**src/c2p_pkg.sv**
```systemverilog
// shared types, constants and the arctangent table of the radar core
// no dependencies
package c2p_pkg;

    localparam int DATA_W     = 32;
    localparam int FRAC_B     = 16;
    localparam int ANG_FRAC   = 30;
    localparam int XY_GUARD   = 20;
    localparam int XW         = 56;   // cordic x/y width
    localparam int ZW         = 35;   // cordic angle width, Q30
    localparam int PHI_W      = 19;
    localparam int EPS_W      = 16;
    localparam int C2P_CORDIC_STAGES = 24;

    localparam logic [31:0]          INV_GAIN = 32'd2608131496;
    localparam logic signed [ZW-1:0] PI_ANG   = 35'sd3373259426;
    localparam logic signed [20:0]   PI_OUT   = 21'sd205887;

    typedef struct packed {
        logic signed [63:0] a;
        logic signed [63:0] b;
        logic               zero;
    } t_side;

    typedef struct packed {
        logic [DATA_W-1:0] rho;
        logic [PHI_W-1:0]  phi;
        logic              neg;
        logic              big;
        logic              rz;
    } t_dside;

    // atan(2^-i) in Q30, rounded
    function automatic logic [ZW-1:0] atan_q30(input int unsigned idx);
        logic [ZW-1:0] v;
        case (idx)
            0:       v = 35'd843314857;
            1:       v = 35'd497837829;
            2:       v = 35'd263043837;
            3:       v = 35'd133525159;
            4:       v = 35'd67021687;
            5:       v = 35'd33543516;
            6:       v = 35'd16775851;
            7:       v = 35'd8388437;
            8:       v = 35'd4194283;
            9:       v = 35'd2097149;
            10:      v = 35'd1048576;
            // half an lsb rounds up at the last stage
            31:      v = 35'd1;
            default: v = (idx <= 30) ? (35'd1 << (30 - idx)) : 35'd0;
        endcase
        return v;
    endfunction

endpackage

```
**src/c2p_div_cell.sv**
```systemverilog
// one restoring division step, one quotient bit, registered output
// depends on c2p_pkg
module c2p_div_cell (
    input  logic                      i_clk,
    input  logic                      i_rst_n,
    input  logic                      i_en,
    input  logic                      i_valid,
    input  logic [c2p_pkg::DATA_W-1:0] i_rem,
    input  logic [c2p_pkg::DATA_W-1:0] i_low,
    input  logic [c2p_pkg::DATA_W-1:0] i_q,
    input  c2p_pkg::t_dside           i_side,
    output logic                      o_valid,
    output logic [c2p_pkg::DATA_W-1:0] o_rem,
    output logic [c2p_pkg::DATA_W-1:0] o_low,
    output logic [c2p_pkg::DATA_W-1:0] o_q,
    output c2p_pkg::t_dside           o_side
);
    import c2p_pkg::*;

    logic [DATA_W:0]   t;
    logic [DATA_W:0]   diff;
    logic              qbit;
    logic [DATA_W-1:0] n_rem;
    logic              r_valid;
    logic [DATA_W-1:0] r_rem, r_low, r_q;
    t_dside            r_side;

    always_comb begin
        t    = {i_rem, i_low[DATA_W-1]};
        diff = t - {1'b0, i_side.rho};
        qbit = (t >= {1'b0, i_side.rho});
        n_rem = qbit ? diff[DATA_W-1:0] : t[DATA_W-1:0];
    end

    always_ff @(posedge i_clk) begin
        if (!i_rst_n) begin
            r_valid <= 1'b0;
        end else if (i_en) begin
            r_valid <= i_valid;
        end
    end

    always_ff @(posedge i_clk) begin
        if (i_en) begin
            r_rem  <= n_rem;
            r_low  <= {i_low[DATA_W-2:0], 1'b0};
            r_q    <= {i_q[DATA_W-2:0], qbit};
            r_side <= i_side;
        end
    end

    assign o_valid = r_valid;
    assign o_rem   = r_rem;
    assign o_low   = r_low;
    assign o_q     = r_q;
    assign o_side  = r_side;

endmodule

```
**config.mk**
```make
export PLATFORM = sky130hd
export DESIGN_NAME = c2p_div_cell
export DESIGN_NICKNAME = d
export VERILOG_FILES = /design/src/c2p_pkg.sv /design/src/c2p_div_cell.sv
export SDC_FILE = /design/constraint.sdc
export NUM_CORES = 1
export LEC_CHECK = 0
export ABC_AREA = 1
export BUFFER_PORTS_ARGS = -buffer_cell sky130_fd_sc_hd__clkbuf_2
export CORE_AREA = 4 4 136 138
export CTS_BUF_LIST = sky130_fd_sc_hd__clkbuf_4
export DETAILED_ROUTE_END_ITERATION = 12
export DIE_AREA = 0 0 140 142
export PLACE_DENSITY = 0.84
export SETUP_SLACK_MARGIN = 0.4
export SYNTH_ARGS = -nofsm -noshare
export SYNTH_HDL_FRONTEND = slang
export SYNTH_SLANG_ARGS = --single-unit
```
**constraint.sdc**
```tcl
create_clock -name i_clk -period 6.3 [get_ports i_clk]
set_input_delay 1.575 -clock i_clk [delete_from_list [all_inputs] [get_ports i_clk]]
set_output_delay 1.575 -clock i_clk [all_outputs]
set_load 0.01 [all_outputs]
```
==> flow_summary.json, run 1 <==
{
  "dieHeight_um": 142,
  "cts_resized": 0,
  "synth.most_common_cell": "nand2_1",
  "syn_area_um2": 7680,
  "overflow": 0,
  "die-area_um2": 19900,
  "io_pins": 305,
  "clkSinkCount": 150,
  "tns_ps": 0,
  "hold_path_class": "flip-flop to flip-flop",
  "avgSynthCellArea_um2": 9.58,
  "synth_common_cells": "nand2_1 (274), inv_1 (151), edfxtp_1 (149)",
  "wirelength_mm": 22.8,
  "cts_tree": "done",
  "grt_use_total_pct": 23.0,
  "min_period_ps": 3560,
  "drive_gt1_share_pct": 31.7,
  "powerDensity_nw_per_um2": 248,
  "rsz0062_at_grt": "no",
  "slew_violations": 0,
  "die_w_um": 140,
  "hpwlAfterDp_mm": 18.3,
  "critPathLaunch": "i_side[50]",
  "finalHoldViolations": 0,
  "met2WireLength_mm": 11.4,
  "setup_viol": 0,
  "cts-root-buf": "clkbuf_4",
  "yosysSeqAreaShare_pct": 58.5,
  "routabilityCongestion": 0.908,
  "wl_met1_mm": 8.78,
  "antenna_found_initial": 3,
  "cts_max_level": 4,
  "fmax_mhz": 281,
  "synth.yosys.warnings": 0,
  "cp.required_ps": 6650,
  "initial_core_util_pct": 44.7,
  "ys_top_cells_by_area": "edfxtp_1 (58%), nand2_1 (13%), inv_1 (7.4%), ha_1 (5.2%), nand3_1 (3.6%)",
  "yosys.area.top_type": "edfxtp_1",
  "fin_skew_ps": 0,
  "critPathMaxFanout": 35,
  "routed-via-count": 6400,
  "via_per_inst": 4.73,
  "hold_depth": 2,
  "status": "finished, final reports clean",
  "power.leakage_nw": 5.04,
  "synth-main-ff-cell": "edfxtp_1",
  "clk_path_buf_depth": 2,
  "max-vdd-ir-drop_v": 0.000143,
  "cts_hold_buffers": 0,
  "design.core.area_um2": 17200,
  "syn_to_final_growth_pct": 26.4,
  "grt_pass1_wl_mm": 34.9,
  "worstRegToRegCells": 2,
  "relSlewSlack_pct": 35.8,
  "drtPass1Iterations": 4,
  "hold_slack_ps": 586,
  "clkTransAtPathRegs_ps": 150,
  "path_class": "input port to flip-flop",
  "netlist.area_leader.share_pct": 58.3,
  "cts_made_buffers": 17,
  "port_buffers": 302,
  "start_kind": "input port",
  "arrival_ps": 3910,
  "drc": 0,
  "grt_max_degree": 109,
  "fin_nets": 1300,
  "synth_fp_nets": 989,
  "hp-start": "o_valid$_SDFFE_PN0P_",
  "total_power_mw": 2.40,
  "syn_inst": 802,
  "top_layer": "met5",
  "ant_nets": 0,
  "maxCapViolations": 0,
  "synth_edf_count": 149,
  "postCtsSetupRepairBufs": 0,
  "worstMarginPinSlew_ps": 964,
  "async_flop_share_pct": 0,
  "rows": 48,
  "r2r_start": "o_valid$_SDFFE_PN0P_",
  "worstSkewPairLatency_ps": 570,
  "grt_pass1_vias": 6373,
  "ys_ff_latch": 150,
  "met3_length_mm": 1.89,
  "wl_per_cell_um": 16.9,
  "worstSetupEndpointType": "flip-flop",
  "dr.first_iter.drc_count": 420,
  "ys_types": 29,
  "fin_crit_sh_pct": 56.5
}
[metal layers]
layer | track usage (%) | up-vias
met5 | 0 | -
met1 | 26.2 | 2898
met2 | 40.5 | 247
li1 | - | 3206
met4 | 8.47 | 4
met3 | 7.56 | 45
[metrics by stage]
stage	utilization, %	worst slack (ps)	std cells	cell area, µm²
floorplan	-	3110	802	7680
global placement	54.7	2100	1319	9390
detailed placement	54.7	2100	1319	9390
CTS	56.5	2750	1351	9710
global route	56.5	2560	1352	9710
finish	56.5	2740	1352	9710
[sequential cells by signal, summed over array words and instances (netlist names)]
name	flops
o_q	32
o_side	54
o_valid	1
o_rem	32
o_low	31
[cell families after synthesis]
family,count (synthesis),synth area share (%)
buf+inv,162,8.60
compound gates,27,1.82
other cells,1,0.0488
simple gates,415,23.9
xor+xnor,14,1.60
flops,150,58.5
fa+ha+maj,33,5.47
[worst paths after layout]
| path | to | slack [ps] |
|---|---|---|
| worst min-delay path | o_valid$_SDFFE_PN0P_ | 590 |
| worst min register to register | o_valid$_SDFFE_PN0P_ | 590 |
| worst max-delay path | o_rem[27]$_DFFE_PP_ | 2740 |
| worst max register to register | o_valid$_SDFFE_PN0P_ | 5600 |
[report_power, final]
| part | switching, mW | internal (mW) |
|---|---|---|
| Clock | 0.403 | 0.252 |
| Combinational | 0.326 | 0.191 |
| Sequential | 0.0246 | 1.21 |
| Total | 0.754 | 1.65 |
[placed cells by master, fill, tap and decap left out, types with 2 or more instances in the layout]
master and n:
o21ai_0 3, clkbuf_2 301, bufinv_16 2, nand3_1 56
nor2_2 3, inv_1 151, nor3_2 3, edfxtp_1 149
ha_1 32, a21o_1 2, clkinv_4 2, nand2_2 3
clkbuf_4 17, inv_6 6, nand4_1 3, nand3b_1 11
clkinv_8 2, a21oi_1 22, nand3_2 11, nand2_1 274
xor2_1 13, and2_1 8, nor3_1 6, nor2_1 34
[layout make-up]
class	instances	area, µm²
fillers	1570	7470
flip-flops and latches	150	4490
multi-input cells	490	2520
repair buffers	303	1530
inverters	151	567
well taps	225	282
clock inverters	15	185
clock buffers	17	128
diodes	1	2.50
[critical path, stage by stage]
cell and delay, ps:
clkbuf_2 80, inv_1 40, ha_1 330, a21oi_1 260, nand2_1 110, a21oi_1 130
nand2_1 100, nor2_4 680, nand2_8 310, nand3_1 180, nand2_1 70
No activity file was read; power rests on OpenSTA's default activity.
==> run 2: changes to the inputs <==
clock period = 3.4 ns   (was 6.3 ns; I/O delays follow)
==> run 2 against run 1 <==
Sequential share of layout area down 0.27 points; via count up 1.2%; global-route usage about the same; clock skew unchanged; sequential cell count unchanged; final area up 0.58%; total power up 83%; routed wire length up 1.8%; worst setup slack worse by 2000 ps; clock power up 76%; combinational power up 88%; critical endpoint is now o_rem[1]$_DFFE_PP_.
==> flow_summary.json, run 2 (synthesis results as in run 1) <==
{
  "fin_nets": 1307,
  "maxCapViolations": 0,
  "setup_viol": 0,
  "p_seq_share_pct": 51.9,
  "dr.first_iter.drc_count": 428,
  "hp-start": "i_low[3]",
  "start_kind": "input port",
  "p_sw_mw": 1.41,
  "slew_violations": 0,
  "worstSkewPairLatency_ps": 540,
  "clkSinkCount": 150,
  "grt_pass1_vias": 6331,
  "wirelength_mm": 23.2,
  "io_pins": 305,
  "die-area_um2": 19900,
  "total_power_mw": 4.40,
  "power.leakage_nw": 5.07,
  "r2r_start": "o_valid$_SDFFE_PN0P_",
  "endpoint": "o_rem[1]$_DFFE_PP_",
  "drive_gt1_share_pct": 32.1,
  "via_per_inst": 4.77,
  "cts_max_level": 4,
  "p_int_mw": 3.00,
  "antenna_cells": 0,
  "hpwlAfterDp_mm": 18.6,
  "cts_hold_buffers": 0,
  "r2r_slack_ps": 2710,
  "worstRegToRegCells": 2,
  "path_class": "input port to flip-flop",
  "fin_area_um2": 9760,
  "max-vdd-ir-drop_v": 0.000235,
  "place_area_um2": 9460,
  "p_clk_share_pct": 26.0,
  "critPathLaunch": "i_side[40]",
  "clkTransAtPathRegs_ps": 150,
  "antenna_found_initial": 0,
  "grt_pass1_wl_mm": 34.7,
  "swShare_pct": 31.9,
  "hold_path_class": "input port to flip-flop",
  "drc": 0,
  "initial_core_util_pct": 44.7,
  "min_period_ps": 2700,
  "hold_depth": 1,
  "dieHeight_um": 142,
  "overflow": 0,
  "rows": 48,
  "drtPass1Iterations": 5,
  "cts_resized": 0,
  "cts_tree": "done",
  "die_w_um": 140,
  "tns_ps": 0,
  "cp.required_ps": 3720,
  "largest_reg_flops": 54,
  "dp.cells": 1325,
  "cts-root-buf": "clkbuf_4",
  "wl_per_cell_um": 17.1,
  "grt_use_total_pct": 22.9,
  "fmax_mhz": 370,
  "routabilityCongestion": 0.884,
  "worstSetupEndpointType": "flip-flop",
  "grt_max_degree": 62,
  "status": "finished, final reports clean",
  "worstReg2RegEnd": "o_valid$_SDFFE_PN0P_",
  "fin_skew_ps": 0,
  "pwr-share-comb_pct": 22.1,
  "clk_path_buf_depth": 2,
  "ant_nets": 0,
  "final_cell_mix": "clkbuf_2 (301), nand2_1 (274), inv_1 (151)",
  "critPathMaxFanout": 35,
  "worstMarginPinSlew_ps": 869,
  "powerDensity_nw_per_um2": 451,
  "finalHoldViolations": 0,
  "arrival_ps": 3020,
  "syn_to_final_growth_pct": 27.1,
  "cts_made_buffers": 17,
  "n_fill_cell": 1596,
  "routed-via-count": 6476,
  "port_buffers": 302,
  "fin_crit_sh_pct": 79.5,
  "mostFrequentLayoutCell": "clkbuf_2",
  "relSlewSlack_pct": 42.0,
  "stdcell_count": 1358,
  "design.core.area_um2": 17200,
  "rsz0062_at_grt": "no"
}
-- run 2: cell count changes in the layout (fill, tap and decap cells not counted) --
| cell | previous run | this run |
|---|---|---|
| buf_12 | 0 | 2 |
| buf_4 | 1 | 5 |
| bufinv_16 | 2 | 1 |
| clkinvlp_4 | 1 | 2 |
| diode_2 | 1 | 0 |
| inv_6 | 6 | 4 |
| inv_8 | 1 | 3 |
| nor2_2 | 3 | 4 |
-- run 2: final cells by class --
class	count	area, µm²	area share (%)
clock buffer	17	128	1.31
clock inverter	15	168	1.72
inverter	151	567	5.80
multi-input combinational	491	2530	25.9
sequential	150	4490	46.0
tap	225	282	2.88
timing repair buffer	309	1600	16.3
-- run 2: power by group through the flow --
stage / sequential, mW / combinational (mW) / clock [mW]
after floorplan: 2.42 / 0.437 / 0
after global placement: 2.32 / 0.957 / 0
after detailed placement: 2.33 / 0.977 / 0
after CTS: 2.29 / 0.982 / 1.18
after global routing: 2.30 / 1.08 / 1.26
final: 2.28 / 0.974 / 1.15
-- run 2: worst min path at each step --
stage,endpoint
after floorplan,o_valid$_SDFFE_PN0P_
after CTS,o_side[21]$_DFFE_PP_
final,o_low[4]$_DFFE_PP_
after global routing,o_q[11]$_DFFE_PP_
after detailed placement,o_valid$_SDFFE_PN0P_
after global placement,o_valid$_SDFFE_PN0P_
-- run 2: critical path, stage by stage --
cell and delay, ps:
clkbuf_2 100, inv_1 40, ha_1 340, nand2_1 160, nor2_1 90, nand2_1 110, nor2_2 60, nand2_1 70
nand2_1 120, nor2_4 560, nand2_8 280, nand2_1 140, o21ai_0 90
-- run 2: metal layers --
metal  wire (µm)  vias up  GRT usage, %
li1            -     3216             -
met1        8940     2986          27.1
met2       12100      248          41.0
met3        1770       26          5.85
met4         441        0          7.45
met5           0        -             0
-- run 2: stage by stage --
stage / setup slack, ps / hold WS (ps) / utilization [%]
6_report: 697 / 447 / 56.8
5_1_grt: 580 / 380 / 56.8
4_1_cts: 557 / 403 / 56.8
3_5_place_dp: -59.2 / 561 / 55.1
3_3_place_gp: -26.4 / 551 / 55.1
2_1_floorplan: 935 / 555 / -
-- run 2: what timing repair did --
item / in CTS / in global routing
endpoints found under the setup margin: 0 / 7
buffers inserted: 0 / 0
hold endpoints to repair: 0 / 0
